## src/hw/rtl/scdef_pkg.sv

```systemverilog
// Shared types, constants and key tables for the scancode decoder with event FIFO.
`default_nettype none

package scdef_pkg;

    localparam int FIFO_DEPTH = 128;
    localparam int PTR_W      = $clog2(FIFO_DEPTH);
    localparam int TYPE_W     = 5;
    localparam int CHAR_W     = 7;
    localparam int EVENT_W    = TYPE_W + CHAR_W;

    typedef enum logic [0:0] {
        REQ_SCAN = 1'b0,
        REQ_READ = 1'b1
    } req_kind_t;

    localparam logic [TYPE_W-1:0] EV_NONE     = 5'd0;
    localparam logic [TYPE_W-1:0] EV_CHAR     = 5'd1;
    localparam logic [TYPE_W-1:0] EV_BKSP     = 5'd2;
    localparam logic [TYPE_W-1:0] EV_ENTER    = 5'd3;
    localparam logic [TYPE_W-1:0] EV_TAB      = 5'd4;
    localparam logic [TYPE_W-1:0] EV_UP       = 5'd5;
    localparam logic [TYPE_W-1:0] EV_DOWN     = 5'd6;
    localparam logic [TYPE_W-1:0] EV_LEFT     = 5'd7;
    localparam logic [TYPE_W-1:0] EV_RIGHT    = 5'd8;
    localparam logic [TYPE_W-1:0] EV_PGUP     = 5'd9;
    localparam logic [TYPE_W-1:0] EV_PGDN     = 5'd10;
    localparam logic [TYPE_W-1:0] EV_HOME     = 5'd11;
    localparam logic [TYPE_W-1:0] EV_END      = 5'd12;
    localparam logic [TYPE_W-1:0] EV_INSERT   = 5'd13;
    localparam logic [TYPE_W-1:0] EV_DELETE   = 5'd14;
    localparam logic [TYPE_W-1:0] EV_CTRL_C   = 5'd15;
    localparam logic [TYPE_W-1:0] EV_CTRL_S   = 5'd16;
    localparam logic [TYPE_W-1:0] EV_CTRL_X   = 5'd17;
    localparam logic [TYPE_W-1:0] EV_CTRL_K   = 5'd18;
    localparam logic [TYPE_W-1:0] EV_CTRL_V   = 5'd19;
    localparam logic [TYPE_W-1:0] EV_CTRL_A   = 5'd20;
    localparam logic [TYPE_W-1:0] EV_CTRL_Q   = 5'd21;
    localparam logic [TYPE_W-1:0] EV_CTRL_PLS = 5'd22;
    localparam logic [TYPE_W-1:0] EV_CTRL_MIN = 5'd23;
    localparam logic [TYPE_W-1:0] EV_CTRL_Z   = 5'd24;
    localparam logic [TYPE_W-1:0] EV_CTRL_SZ  = 5'd25;

    localparam logic [7:0] SC_PREFIX   = 8'hE0;
    localparam logic [6:0] SC_LSHIFT   = 7'h2A;
    localparam logic [6:0] SC_RSHIFT   = 7'h36;
    localparam logic [6:0] SC_CTRL     = 7'h1D;
    localparam logic [7:0] SC_BKSP     = 8'h0E;
    localparam logic [7:0] SC_ENTER    = 8'h1C;
    localparam logic [7:0] SC_TAB      = 8'h0F;
    localparam logic [7:0] SC_ROM_LEN  = 8'h3A;

    typedef struct packed {
        req_kind_t  req_type;
        logic [7:0] scancode;
    } scan_req_t;

    typedef struct packed {
        logic [TYPE_W-1:0] event_type;
        logic [CHAR_W-1:0] event_char;
        logic              shift_down;
        logic              dropped;
    } key_report_t;

    typedef struct packed {
        logic              prefix;
        logic              shift;
        logic              ctrl;
        logic              ev_valid;
        logic [EVENT_W-1:0] ev_word;
    } dec_result_t;

    function automatic logic [TYPE_W-1:0] nav_code(input logic [7:0] sc);
        logic [TYPE_W-1:0] t;
        case (sc)
            8'h48:   t = EV_UP;
            8'h50:   t = EV_DOWN;
            8'h4B:   t = EV_LEFT;
            8'h4D:   t = EV_RIGHT;
            8'h49:   t = EV_PGUP;
            8'h51:   t = EV_PGDN;
            8'h47:   t = EV_HOME;
            8'h4F:   t = EV_END;
            8'h52:   t = EV_INSERT;
            8'h53:   t = EV_DELETE;
            default: t = EV_NONE;
        endcase
        return t;
    endfunction

    function automatic logic [TYPE_W-1:0] ctrl_code(input logic [7:0] sc, input logic shift);
        logic [TYPE_W-1:0] t;
        case (sc)
            8'h2E:   t = EV_CTRL_C;
            8'h1F:   t = EV_CTRL_S;
            8'h2D:   t = EV_CTRL_X;
            8'h25:   t = EV_CTRL_K;
            8'h2F:   t = EV_CTRL_V;
            8'h1E:   t = EV_CTRL_A;
            8'h10:   t = EV_CTRL_Q;
            8'h0D:   t = EV_CTRL_PLS;
            8'h0C:   t = EV_CTRL_MIN;
            8'h2C:   t = shift ? EV_CTRL_SZ : EV_CTRL_Z;
            default: t = EV_NONE;
        endcase
        return t;
    endfunction

    function automatic logic [CHAR_W-1:0] rom_plain(input logic [5:0] idx);
        logic [CHAR_W-1:0] c;
        case (idx)
            6'd1:    c = 7'h1B;
            6'd2:    c = 7'h31;
            6'd3:    c = 7'h32;
            6'd4:    c = 7'h33;
            6'd5:    c = 7'h34;
            6'd6:    c = 7'h35;
            6'd7:    c = 7'h36;
            6'd8:    c = 7'h37;
            6'd9:    c = 7'h38;
            6'd10:   c = 7'h39;
            6'd11:   c = 7'h30;
            6'd12:   c = 7'h2D;
            6'd13:   c = 7'h3D;
            6'd14:   c = 7'h08;
            6'd15:   c = 7'h09;
            6'd16:   c = 7'h71;
            6'd17:   c = 7'h77;
            6'd18:   c = 7'h65;
            6'd19:   c = 7'h72;
            6'd20:   c = 7'h74;
            6'd21:   c = 7'h79;
            6'd22:   c = 7'h75;
            6'd23:   c = 7'h69;
            6'd24:   c = 7'h6F;
            6'd25:   c = 7'h70;
            6'd26:   c = 7'h5B;
            6'd27:   c = 7'h5D;
            6'd28:   c = 7'h0A;
            6'd30:   c = 7'h61;
            6'd31:   c = 7'h73;
            6'd32:   c = 7'h64;
            6'd33:   c = 7'h66;
            6'd34:   c = 7'h67;
            6'd35:   c = 7'h68;
            6'd36:   c = 7'h6A;
            6'd37:   c = 7'h6B;
            6'd38:   c = 7'h6C;
            6'd39:   c = 7'h3B;
            6'd40:   c = 7'h27;
            6'd41:   c = 7'h60;
            6'd43:   c = 7'h5C;
            6'd44:   c = 7'h7A;
            6'd45:   c = 7'h78;
            6'd46:   c = 7'h63;
            6'd47:   c = 7'h76;
            6'd48:   c = 7'h62;
            6'd49:   c = 7'h6E;
            6'd50:   c = 7'h6D;
            6'd51:   c = 7'h2C;
            6'd52:   c = 7'h2E;
            6'd53:   c = 7'h2F;
            6'd55:   c = 7'h2A;
            6'd57:   c = 7'h20;
            default: c = 7'h00;
        endcase
        return c;
    endfunction

    function automatic logic [CHAR_W-1:0] rom_shift(input logic [5:0] idx);
        logic [CHAR_W-1:0] c;
        case (idx)
            6'd1:    c = 7'h1B;
            6'd2:    c = 7'h21;
            6'd3:    c = 7'h40;
            6'd4:    c = 7'h23;
            6'd5:    c = 7'h24;
            6'd6:    c = 7'h25;
            6'd7:    c = 7'h5E;
            6'd8:    c = 7'h26;
            6'd9:    c = 7'h2A;
            6'd10:   c = 7'h28;
            6'd11:   c = 7'h29;
            6'd12:   c = 7'h5F;
            6'd13:   c = 7'h2B;
            6'd14:   c = 7'h08;
            6'd15:   c = 7'h09;
            6'd16:   c = 7'h51;
            6'd17:   c = 7'h57;
            6'd18:   c = 7'h45;
            6'd19:   c = 7'h52;
            6'd20:   c = 7'h54;
            6'd21:   c = 7'h59;
            6'd22:   c = 7'h55;
            6'd23:   c = 7'h49;
            6'd24:   c = 7'h4F;
            6'd25:   c = 7'h50;
            6'd26:   c = 7'h7B;
            6'd27:   c = 7'h7D;
            6'd28:   c = 7'h0A;
            6'd30:   c = 7'h41;
            6'd31:   c = 7'h53;
            6'd32:   c = 7'h44;
            6'd33:   c = 7'h46;
            6'd34:   c = 7'h47;
            6'd35:   c = 7'h48;
            6'd36:   c = 7'h4A;
            6'd37:   c = 7'h4B;
            6'd38:   c = 7'h4C;
            6'd39:   c = 7'h3A;
            6'd40:   c = 7'h22;
            6'd41:   c = 7'h7E;
            6'd43:   c = 7'h7C;
            6'd44:   c = 7'h5A;
            6'd45:   c = 7'h58;
            6'd46:   c = 7'h43;
            6'd47:   c = 7'h56;
            6'd48:   c = 7'h42;
            6'd49:   c = 7'h4E;
            6'd50:   c = 7'h4D;
            6'd51:   c = 7'h3C;
            6'd52:   c = 7'h3E;
            6'd53:   c = 7'h3F;
            6'd55:   c = 7'h2A;
            6'd57:   c = 7'h20;
            default: c = 7'h00;
        endcase
        return c;
    endfunction

endpackage

`default_nettype wire

```

## src/hw/rtl/scancode_decoder_event_fifo_core.sv

```systemverilog
// Top level: scancode decoder feeding a RAM-based ring FIFO of key events.
//
//   Channel | Handshake            | Payload            | Transfer
//   --------+----------------------+--------------------+------------------------------
//   request | req_valid/req_ready  | req (scan_req_t)   | one scancode byte or one read
//   result  | evt_valid/evt_ready  | evt (key_report_t) | exactly one per request
//
// One request transfer is taken every cycle while the output does not stall the pipeline.
// The rate is set by the event RAM, which takes one write and one read per cycle.
// A request moves into a stage that holds the RAM read data, then into the output
// register, so one more request is taken while a result waits on a stalled output.
// Reset clears the pointers, modifier flags and valid bits; the RAM is not cleared.
`default_nettype none

module scancode_decoder_event_fifo_core (
    input  wire logic                  clk,
    input  wire logic                  rst_n,
    input  wire logic                  req_valid,
    output logic                       req_ready,
    input  wire scdef_pkg::scan_req_t  req,
    output logic                       evt_valid,
    input  wire logic                  evt_ready,
    output scdef_pkg::key_report_t     evt
);

    logic [scdef_pkg::PTR_W-1:0]   wr_ptr_reg;
    logic [scdef_pkg::PTR_W-1:0]   wr_ptr_next;
    logic [scdef_pkg::PTR_W-1:0]   rd_ptr_reg;
    logic [scdef_pkg::PTR_W-1:0]   rd_ptr_next;
    logic [scdef_pkg::PTR_W-1:0]   wr_ptr_inc;
    logic [scdef_pkg::PTR_W-1:0]   rd_ptr_inc;
    logic                          prefix_reg;
    logic                          prefix_next;
    logic                          shift_reg;
    logic                          shift_next;
    logic                          ctrl_reg;
    logic                          ctrl_next;
    logic                          s1_valid_reg;
    logic                          s1_valid_next;
    logic                          s1_hit_reg;
    logic                          s1_hit_next;
    logic                          s1_shift_reg;
    logic                          s1_shift_next;
    logic                          s1_drop_reg;
    logic                          s1_drop_next;
    logic                          out_valid_reg;
    logic                          out_valid_next;
    scdef_pkg::key_report_t        out_reg;
    scdef_pkg::key_report_t        out_next;

    scdef_pkg::dec_result_t        dec;
    logic [scdef_pkg::EVENT_W-1:0] rd_data;
    logic                          accept;
    logic                          is_scan;
    logic                          empty;
    logic                          full;
    logic                          wr_en;
    logic                          rd_en;
    logic                          s1_move;

    scdef_decode u_decode (
        .prefix   (prefix_reg),
        .shift    (shift_reg),
        .ctrl     (ctrl_reg),
        .scancode (req.scancode),
        .result   (dec)
    );

    scdef_ram #(
        .WIDTH (scdef_pkg::EVENT_W),
        .DEPTH (scdef_pkg::FIFO_DEPTH)
    ) u_event_store (
        .clk     (clk),
        .wr_en   (wr_en),
        .wr_addr (wr_ptr_reg),
        .wr_data (dec.ev_word),
        .rd_en   (rd_en),
        .rd_addr (rd_ptr_reg),
        .rd_data (rd_data)
    );

    assign wr_ptr_inc = (wr_ptr_reg == scdef_pkg::PTR_W'(scdef_pkg::FIFO_DEPTH - 1))
                        ? '0 : wr_ptr_reg + 1'b1;
    assign rd_ptr_inc = (rd_ptr_reg == scdef_pkg::PTR_W'(scdef_pkg::FIFO_DEPTH - 1))
                        ? '0 : rd_ptr_reg + 1'b1;
    assign empty      = (wr_ptr_reg == rd_ptr_reg);
    assign full       = (wr_ptr_inc == rd_ptr_reg);

    assign s1_move   = !out_valid_reg || evt_ready;
    assign req_ready = !s1_valid_reg || s1_move;
    assign accept    = req_valid && req_ready;
    assign is_scan   = (req.req_type == scdef_pkg::REQ_SCAN);
    assign wr_en     = accept && is_scan && dec.ev_valid && !full;
    assign rd_en     = accept && !is_scan && !empty;

    always_comb
    begin
        wr_ptr_next = wr_en ? wr_ptr_inc : wr_ptr_reg;
        rd_ptr_next = rd_en ? rd_ptr_inc : rd_ptr_reg;
        prefix_next = prefix_reg;
        shift_next  = shift_reg;
        ctrl_next   = ctrl_reg;
        if (accept && is_scan)
        begin
            prefix_next = dec.prefix;
            shift_next  = dec.shift;
            ctrl_next   = dec.ctrl;
        end
    end

    always_comb
    begin
        s1_valid_next = s1_valid_reg;
        s1_hit_next   = s1_hit_reg;
        s1_shift_next = s1_shift_reg;
        s1_drop_next  = s1_drop_reg;
        if (accept)
        begin
            s1_valid_next = 1'b1;
            s1_hit_next   = rd_en;
            s1_shift_next = is_scan ? dec.shift : shift_reg;
            s1_drop_next  = is_scan && dec.ev_valid && full;
        end
        else if (s1_move)
        begin
            s1_valid_next = 1'b0;
        end
    end

    always_comb
    begin
        out_valid_next = out_valid_reg;
        out_next       = out_reg;
        if (s1_move)
        begin
            out_valid_next = s1_valid_reg;
            if (s1_valid_reg)
            begin
                out_next.event_type = s1_hit_reg ? rd_data[scdef_pkg::EVENT_W-1:scdef_pkg::CHAR_W]
                                                 : scdef_pkg::EV_NONE;
                out_next.event_char = s1_hit_reg ? rd_data[scdef_pkg::CHAR_W-1:0] : '0;
                out_next.shift_down = s1_shift_reg;
                out_next.dropped    = s1_drop_reg;
            end
        end
    end

    always_ff @(posedge clk or negedge rst_n)
    begin
        if (!rst_n)
        begin
            wr_ptr_reg    <= '0;
            rd_ptr_reg    <= '0;
            prefix_reg    <= 1'b0;
            shift_reg     <= 1'b0;
            ctrl_reg      <= 1'b0;
            s1_valid_reg  <= 1'b0;
            out_valid_reg <= 1'b0;
        end
        else
        begin
            wr_ptr_reg    <= wr_ptr_next;
            rd_ptr_reg    <= rd_ptr_next;
            prefix_reg    <= prefix_next;
            shift_reg     <= shift_next;
            ctrl_reg      <= ctrl_next;
            s1_valid_reg  <= s1_valid_next;
            out_valid_reg <= out_valid_next;
        end
    end

    always_ff @(posedge clk)
    begin
        s1_hit_reg   <= s1_hit_next;
        s1_shift_reg <= s1_shift_next;
        s1_drop_reg  <= s1_drop_next;
        out_reg      <= out_next;
    end

    assign evt_valid = out_valid_reg;
    assign evt       = out_reg;

    // A dropped event never carries event data in its result.
    a_drop_no_event: assert property (@(posedge clk) disable iff (!rst_n)
        out_valid_reg && out_reg.dropped |-> out_reg.event_type == scdef_pkg::EV_NONE)
        else $error("dropped result carries an event");

    // A queued event leaves the FIFO non-empty in the next cycle.
    a_write_fills: assert property (@(posedge clk) disable iff (!rst_n)
        wr_en |=> !empty)
        else $error("FIFO empty right after a write");

    // A read from a non-empty FIFO advances the read pointer.
    a_read_advances: assert property (@(posedge clk) disable iff (!rst_n)
        rd_en |=> rd_ptr_reg != $past(rd_ptr_reg))
        else $error("read pointer did not advance");

    // The request side is held back only while the middle stage is occupied and the output is stalled.
    a_ready_stage: assert property (@(posedge clk) disable iff (!rst_n)
        !req_ready |-> s1_valid_reg && out_valid_reg)
        else $error("request stalled with room in the pipeline");

    // A stage result that moves on is valid at the output in the next cycle.
    a_stage_to_out: assert property (@(posedge clk) disable iff (!rst_n)
        s1_valid_reg && s1_move |=> out_valid_reg)
        else $error("stage result lost on the way to the output");

endmodule

`default_nettype wire

```

## src/hw/rtl/scdef_ram.sv

```systemverilog
// Generic simple dual-port RAM with one write port and one registered read port.
`default_nettype none

module scdef_ram #(
    parameter int WIDTH = 8,
    parameter int DEPTH = 16
) (
    input  wire logic                     clk,
    input  wire logic                     wr_en,
    input  wire logic [$clog2(DEPTH)-1:0] wr_addr,
    input  wire logic [WIDTH-1:0]         wr_data,
    input  wire logic                     rd_en,
    input  wire logic [$clog2(DEPTH)-1:0] rd_addr,
    output logic      [WIDTH-1:0]         rd_data
);

    logic [WIDTH-1:0] mem [DEPTH];

    always_ff @(posedge clk)
    begin
        if (wr_en)
        begin
            mem[wr_addr] <= wr_data;
        end
        if (rd_en)
        begin
            rd_data <= mem[rd_addr];
        end
    end

endmodule

`default_nettype wire

```

## src/hw/rtl/scdef_decode.sv

```systemverilog
// Scancode set 1 decoder: modifier tracking and key event lookup for one byte.
`default_nettype none

module scdef_decode (
    input  wire logic                 prefix,
    input  wire logic                 shift,
    input  wire logic                 ctrl,
    input  wire logic [7:0]           scancode,
    output scdef_pkg::dec_result_t    result
);

    logic [scdef_pkg::TYPE_W-1:0] ev_type;
    logic [scdef_pkg::CHAR_W-1:0] ev_char;
    logic                         prefix_new;
    logic                         shift_new;
    logic                         ctrl_new;
    logic [6:0]                   key;

    assign key = scancode[6:0];

    always_comb
    begin
        prefix_new = prefix;
        shift_new  = shift;
        ctrl_new   = ctrl;
        ev_type    = scdef_pkg::EV_NONE;
        ev_char    = '0;
        if (scancode == scdef_pkg::SC_PREFIX)
        begin
            prefix_new = 1'b1;
        end
        else if (scancode[7])
        begin
            if (key == scdef_pkg::SC_LSHIFT || key == scdef_pkg::SC_RSHIFT)
            begin
                shift_new = 1'b0;
            end
            else if (key == scdef_pkg::SC_CTRL)
            begin
                ctrl_new = 1'b0;
            end
            prefix_new = 1'b0;
        end
        else if (key == scdef_pkg::SC_CTRL)
        begin
            ctrl_new   = 1'b1;
            prefix_new = 1'b0;
        end
        else if (key == scdef_pkg::SC_LSHIFT || key == scdef_pkg::SC_RSHIFT)
        begin
            shift_new  = 1'b1;
            prefix_new = 1'b0;
        end
        else if (prefix)
        begin
            ev_type    = scdef_pkg::nav_code(scancode);
            prefix_new = 1'b0;
        end
        else if (ctrl)
        begin
            ev_type = scdef_pkg::ctrl_code(scancode, shift);
        end
        else if (scancode == scdef_pkg::SC_BKSP)
        begin
            ev_type = scdef_pkg::EV_BKSP;
        end
        else if (scancode == scdef_pkg::SC_ENTER)
        begin
            ev_type = scdef_pkg::EV_ENTER;
        end
        else if (scancode == scdef_pkg::SC_TAB)
        begin
            ev_type = scdef_pkg::EV_TAB;
        end
        else if (scancode < scdef_pkg::SC_ROM_LEN)
        begin
            ev_char = shift ? scdef_pkg::rom_shift(scancode[5:0])
                            : scdef_pkg::rom_plain(scancode[5:0]);
            if (ev_char != '0)
            begin
                ev_type = scdef_pkg::EV_CHAR;
            end
        end
    end

    assign result.prefix   = prefix_new;
    assign result.shift    = shift_new;
    assign result.ctrl     = ctrl_new;
    assign result.ev_valid = (ev_type != scdef_pkg::EV_NONE);
    assign result.ev_word  = {ev_type, ev_char};

endmodule

`default_nettype wire
```

## config.mk

```make
export PLATFORM = sky130hd
export DESIGN_NAME = scancode_decoder_event_fifo_core
export DESIGN_NICKNAME = d
export VERILOG_FILES = /design/src/hw/rtl/scdef_pkg.sv /design/src/hw/rtl/scancode_decoder_event_fifo_core.sv /design/src/hw/rtl/scdef_ram.sv /design/src/hw/rtl/scdef_decode.sv
export SDC_FILE = /design/constraint.sdc
export NUM_CORES = 2
export LEC_CHECK = 0
export BUFFER_PORTS_ARGS = -buffer_cell sky130_fd_sc_hd__buf_4
export CAP_MARGIN = 0
export CORE_MARGIN = 4
export CORE_UTILIZATION = 50
export DETAILED_ROUTE_END_ITERATION = 7
export PLACE_DENSITY = 0.65
export SYNTH_ARGS = -nofsm -noshare
export SYNTH_HDL_FRONTEND = slang
export SYNTH_SLANG_ARGS = --single-unit
```

## constraint.sdc

```tcl
create_clock -name clk -period 9.6 [get_ports clk]
set_clock_uncertainty 0.1 [all_clocks]
set_input_delay 1.44 -clock clk [delete_from_list [all_inputs] [get_ports clk]]
set_output_delay 1.44 -clock clk [all_outputs]
set_load 0.03 [all_outputs]
```

# Yosys cells after proc, flatten, opt, wreduce, memory -nomap -nowiden
# Memory sizes are Yosys's and may differ from the RTL's. A register that Yosys moved wholly into a read port is not among the register bits.
# Cells that the tools add are included.
# Widths: inputs -> output; s select.
[word_totals]
reg_bits = 36
latch_bits = 0
mem_bits_rw = 1536
romBits = 896
input_bits = 13
wordCells = 138
memories = 3
[mem_list]
columns = ["name", "words", "width", "read_ports", "rd_ports_with_merged_regs", "wr", "line", "rtl"]
rows = [
  ["u_event_store.mem", 128, 12, 1, 1, 1, "scdef_ram.sv:17", "logic [WIDTH-1:0] mem [DEPTH];"],
  ["(no name shown)", 64, 7, 1, 0, 0, "scdef_pkg.sv:172", "case (idx)"],
  ["(no name shown)", 64, 7, 1, 0, 0, "scdef_pkg.sv:111", "case (idx)"],
]
[classes]
n_addsub = 2
mul = 0
n_div = 0
order_cmp = 1
eq_ne = 32
n_shift = 0
muxes = 62
bitwise = 2
reduce_logical = 22
[op_table]
columns = ["op", "n"]
rows = [
  ["$mux 7", 33],
  ["$eq 8x7->1 const B", 10],
  ["$mux 5", 10],
  ["$pmux 5 s10", 1],
  ["$eq 8x6->1 const B", 5],
  ["$pmux 4 s10", 1],
  ["$eq 8x4->1 const B", 4],
  ["$eq 8x5->1 const B", 4],
  ["$mux 1", 17],
  ["$add 7x1->7 const B", 2],
  ["$eq 7x6->1 const B", 2],
  ["$eq 7x7->1", 2],
  ["$eq 7x7->1 const B", 2],
  ["$eq 8x8->1 const B", 1],
  ["$logic_and 1x1->1", 8],
  ["$lt 8x6->1 const B", 1],
  ["$eq 7x5->1 const B", 1],
  ["$reduce_bool 7->1", 1],
  ["$reduce_bool 2->1", 3],
  ["$reduce_and 5->1", 1],
  ["$reduce_bool 5->1", 1],
  ["$logic_not 1->1", 4],
  ["$logic_or 1x1->1", 3],
  ["$ne 2x2->1 const B", 1],
  ["2 further kinds", 3],
]

# Depth between registers and ports, before layout
[logic_depth]
word_depth = 29
mapped_depth = 14

# Hierarchy
# Synthesis repeated with hierarchy kept, for this count alone.
[unflattened]
hier_cells = 2800
area_unflattened_um2 = 62829.0
[by_module_without_submodules]
columns = ["mod", "n_inst", "cells_per_inst", "area_per_inst_um2", "seq_area_each_um2"]
rows = [
  ["scdef_ram", 1, 2362, 59248.1, 46484.6],
  ["scancode_decoder_event_fifo_core", 1, 162, 1839.3, 985.9],
  ["scdef_decode", 1, 276, 1741.7, 0.0],
]

# Worst setup path before layout
# Ideal clock, no wire load.
[synth_timing]
path_kind = "input port to flip-flop"
from = "input port req[0] in the netlist's numbering"
to = "memory u_event_store.mem[0][1] in the netlist's numbering (data pin)"
t_arrival_ns = 8.155
required_time_ns = 8.348
path_slack_ns = 0.193
cell_stages = 10
path_buffers = 3
path_cell_list = "clkbuf_1 > inv_1 > ha_1 > clkbuf_1 > and3_4 > a21oi_1 > nand3_1 > or4_1 > clkbuf_1 > nor3_1"
[synth_rtl]
columns = ["item", "line", "rtl"]
rows = [
  ["from (decl)", "scancode_decoder_event_fifo_core.sv:20", "input wire scdef_pkg::scan_req_t req,"],
  ["to (decl)", "scdef_ram.sv:17", ""],
]

# Worst setup path after layout
[layout_timing]
from = "register rd_ptr_reg[2] in the netlist's numbering"
to = "memory u_event_store.mem[32][11] in the netlist's numbering (enable)"
[layout_between]
elab_chain_len = 5
[layout_lines]
columns = ["item", "line", "rtl"]
rows = [
  ["from (decl)", "scancode_decoder_event_fifo_core.sv:28", "logic [scdef_pkg::PTR_W-1:0] rd_ptr_reg;"],
  ["from (signal assigned)", "scancode_decoder_event_fifo_core.sv:163", "rd_ptr_reg <= rd_ptr_next;"],
  ["$eq 7x7->1", "scancode_decoder_event_fifo_core.sv:87", "assign full = (wr_ptr_inc == rd_ptr_reg);"],
  ["$logic_not 1->1", "scancode_decoder_event_fifo_core.sv:93", "assign wr_en = accept && is_scan && dec.ev_valid && !full;"],
  ["$logic_and 1x1->1", "scancode_decoder_event_fifo_core.sv:93", ""],
  ["$mux 1", "scdef_ram.sv:21", "if (wr_en)"],
  ["$mux 1 (not written as such)", "scdef_ram.sv:23", "mem[wr_addr] <= wr_data;"],
]
# No other way between the ends.

==> impl_metrics.env <==
export IMPL_powerDensity_nw_per_um2=268
export IMPL_slew_viol_final=0
export IMPL_period_share_pct=63.2
export IMPL_fin_setup_tns_ns=0
export IMPL_layout_commonest_cell="edfxtp_1"
export IMPL_fp_dieH_um=363
export IMPL_root_buffer="clkbuf_16"
export IMPL_drv_cap=0
export IMPL_setup_viol=0
export IMPL_critPathLaunchType="register"
export IMPL_outcome="finished, final reports clean"
export IMPL_grt_usage_pct=22.9
export IMPL_critPathCapture="u_event_store.mem[32][11]$_DFFE_PP_"
export IMPL_largest_register="u_event_store.mem"
export IMPL_synthCells=2829
export IMPL_io_buffers=28
export IMPL_cts_made_buffers=158
export IMPL_fin_total_pwr_mw=18.8
export IMPL_grt_pass1_wl_mm=216
export IMPL_ant_nets=0
export IMPL_required_ns=9.88
export IMPL_cts_tree="built"
export IMPL_drive_above_1_share_pct=28.0
export IMPL_fin_hold_ws_ns=0.320
export IMPL_largest_reg_flops=1536
export IMPL_cts_hold_buf=0
export IMPL_first_pass_iters=5
export IMPL_rsz0062_at_grt="no"
export IMPL_worstReg2RegStart="rd_ptr_reg[2]$_DFFE_PN0P_"
export IMPL_die_area_sq_um=132000
export IMPL_cp_startpoint="rd_ptr_reg[2]$_DFFE_PN0P_"
export IMPL_final_cells=4658
export IMPL_antenna_found_initial=6
export IMPL_synth_seq_cells=1584
export IMPL_start_util_pct=50.6
export IMPL_cts_setup_buffers=0
export IMPL_finalWirelength_mm=148
export IMPL_reg2reg_slack_ns=3.53
export IMPL_period_needed_ns=6.07
export IMPL_drcViolationCount=0
export IMPL_r2r_end="u_event_store.mem[32][11]$_DFFE_PP_"
export IMPL_synth_ff_type="edfxtp_1"
export IMPL_finalHoldViolCount=0
export IMPL_reg2regPathDepth=10
export IMPL_cts_clk_slew_worst_paths_ns=0.06
export IMPL_cts_max_level=4
export IMPL_clock_latency_ns=0.77
export IMPL_holdPathStages=0
export IMPL_vias_per_cell=6.38
export IMPL_leakagePower_nw=21.9
export IMPL_grt_remaining_overflow=0
export IMPL_max_slew_worst_pin_slew_ns=1.30
export IMPL_mostFrequentLayoutCells="1565 x edfxtp_1, 504 x mux4_2, 165 x nor2_1"
export IMPL_cp_max_fo=63
export IMPL_yosysSeqAreaShare_pct=75.4
export IMPL_synth_edf_count=1565
export IMPL_vias=29700
export IMPL_vdd_ir_drop_worst_v=0.000268
export IMPL_die_w_um=363
export IMPL_drt_iter0_markers=3941
export IMPL_grt_pass1_vias=29900
export IMPL_max_freq_mhz=165
export IMPL_grt_max_degree=152
export IMPL_synth_fp_nets=2858
export IMPL_area_delta_synth_final_pct=11.4
export IMPL_arrival_ns=6.35
export IMPL_dp_slack_ns=2.72
export IMPL_dp_hpwl_mm=87.6
export IMPL_min_path_type="reg2reg"
export IMPL_final_nets=2919
export IMPL_core_sq_um=124000
export IMPL_synth_async_reset_ratio_pct=1.20
export IMPL_critPathCaptureType="register"
export IMPL_post_cts_resized=0
export IMPL_dp_cells=4367
export IMPL_clock_sinks=1584
export IMPL_wl_per_cell_um=31.9
export IMPL_worst_slack_ns=3.53
export IMPL_crit_type="reg2reg"
export IMPL_fp_row_count=129
export IMPL_gp_congestion=0.854
export IMPL_syn_area_sq_um=63000
export IMPL_yosysWarnings=0
export IMPL_max_slew_margin_pct=12.9
export IMPL_fill_cells=8922
export IMPL_synthDistinctLibCells=84
export IMPL_boundaryPins=29
export IMPL_clk_path_buf_depth=3
export IMPL_synth_avg_cell_area_sq_um=22.3
-- layout make-up --
class | count | area (sq um) | area share [%]
sequential | 1584 | 47500 | 67.7
multi-input combinational | 1062 | 14800 | 21.1
clock buffer | 196 | 4200 | 5.99
tap | 1637 | 2050 | 2.92
clock inverter | 94 | 1030 | 1.47
timing repair buffer | 67 | 566 | 0.806
inverter | 17 | 71.3 | 0.102
antenna | 1 | 2.50 | 0.00357
-- critical path, cell delays in order (launching register included) --
cell and delay, ns:
dfrtp_4 0.83, buf_4 0.95, inv_1 0.19, nand3_1 0.13, a32oi_1 0.07, nand4_1 0.12, a211oi_1 0.07, a31oi_2 0.91
o2111ai_2 0.69, buf_4 0.46, nor2_1 0.98
-- cell families after synthesis --
group | after synthesis | share of synthesized area (%)
flops | 1584 | 75.4
mux | 515 | 18.2
simple gates | 374 | 2.83
buf+inv | 183 | 1.33
compound gates | 139 | 1.72
xor+xnor | 18 | 0.250
fa+ha+maj | 16 | 0.318
-- report_power, final --
| group | switching [mW] | internal (mW) |
|---|---|---|
| Sequential | 0.215 | 7.65 |
| Clock | 2.57 | 3.62 |
| Combinational | 2.50 | 2.23 |
-- cell usage after synthesis, drive strengths merged, types with 5 or more instances --
cell	instances	area share, %
o22ai	5	0.050
buf	88	0.76
nor2b	18	0.18
o211ai	5	0.081
nand3b	7	0.083
nand4	8	0.079
inv	16	0.095
nand3	18	0.14
edfxtp	1565	75
a21o	5	0.060
and2	22	0.22
a31oi	5	0.060
mux2i	6	0.095
nand2b	18	0.18
mux4	504	18
o2111ai	13	0.29
nor3	6	0.056
ha	16	0.32
nor2	170	1.0
dfrtp	19	0.75
o21ai	33	0.27
nand2	73	0.43
a21oi	24	0.20
and3	8	0.087
a211oi	6	0.071
clkbuf	78	0.46
xnor2	16	0.22
mux2	5	0.089
-- per-stage QoR --
stage               utilization [%]  area (sq um)
CTS                            56.4         70200
global placement               52.2         64900
global route                   56.4         70200
detailed placement             52.2         64900
floorplan                         -         63000
finish                         56.4         70200
-- worst min-delay path by stage --
stage / start / slack [ns] / endpoint
2_1_floorplan: s1_drop_reg$_DFFE_PP_ / 0.30 / evt[0]$_DFFE_PP_
3_3_place_gp: s1_shift_reg$_DFFE_PP_ / 0.31 / evt[1]$_DFFE_PP_
3_5_place_dp: s1_shift_reg$_DFFE_PP_ / 0.31 / evt[1]$_DFFE_PP_
4_1_cts: s1_shift_reg$_DFFE_PP_ / 0.32 / evt[1]$_DFFE_PP_
5_1_grt: s1_shift_reg$_DFFE_PP_ / 0.34 / evt[1]$_DFFE_PP_
6_report: s1_shift_reg$_DFFE_PP_ / 0.32 / evt[1]$_DFFE_PP_
-- layer usage --
metal	routed length [um]	track usage (%)	share of wire, %
met5	0	0	0
met2	73000	36.6	49
met3	12000	4.65	8.1
met1	60300	32.9	41
met4	3160	5.65	2.1
No activity file was read; power rests on OpenSTA's default activity.
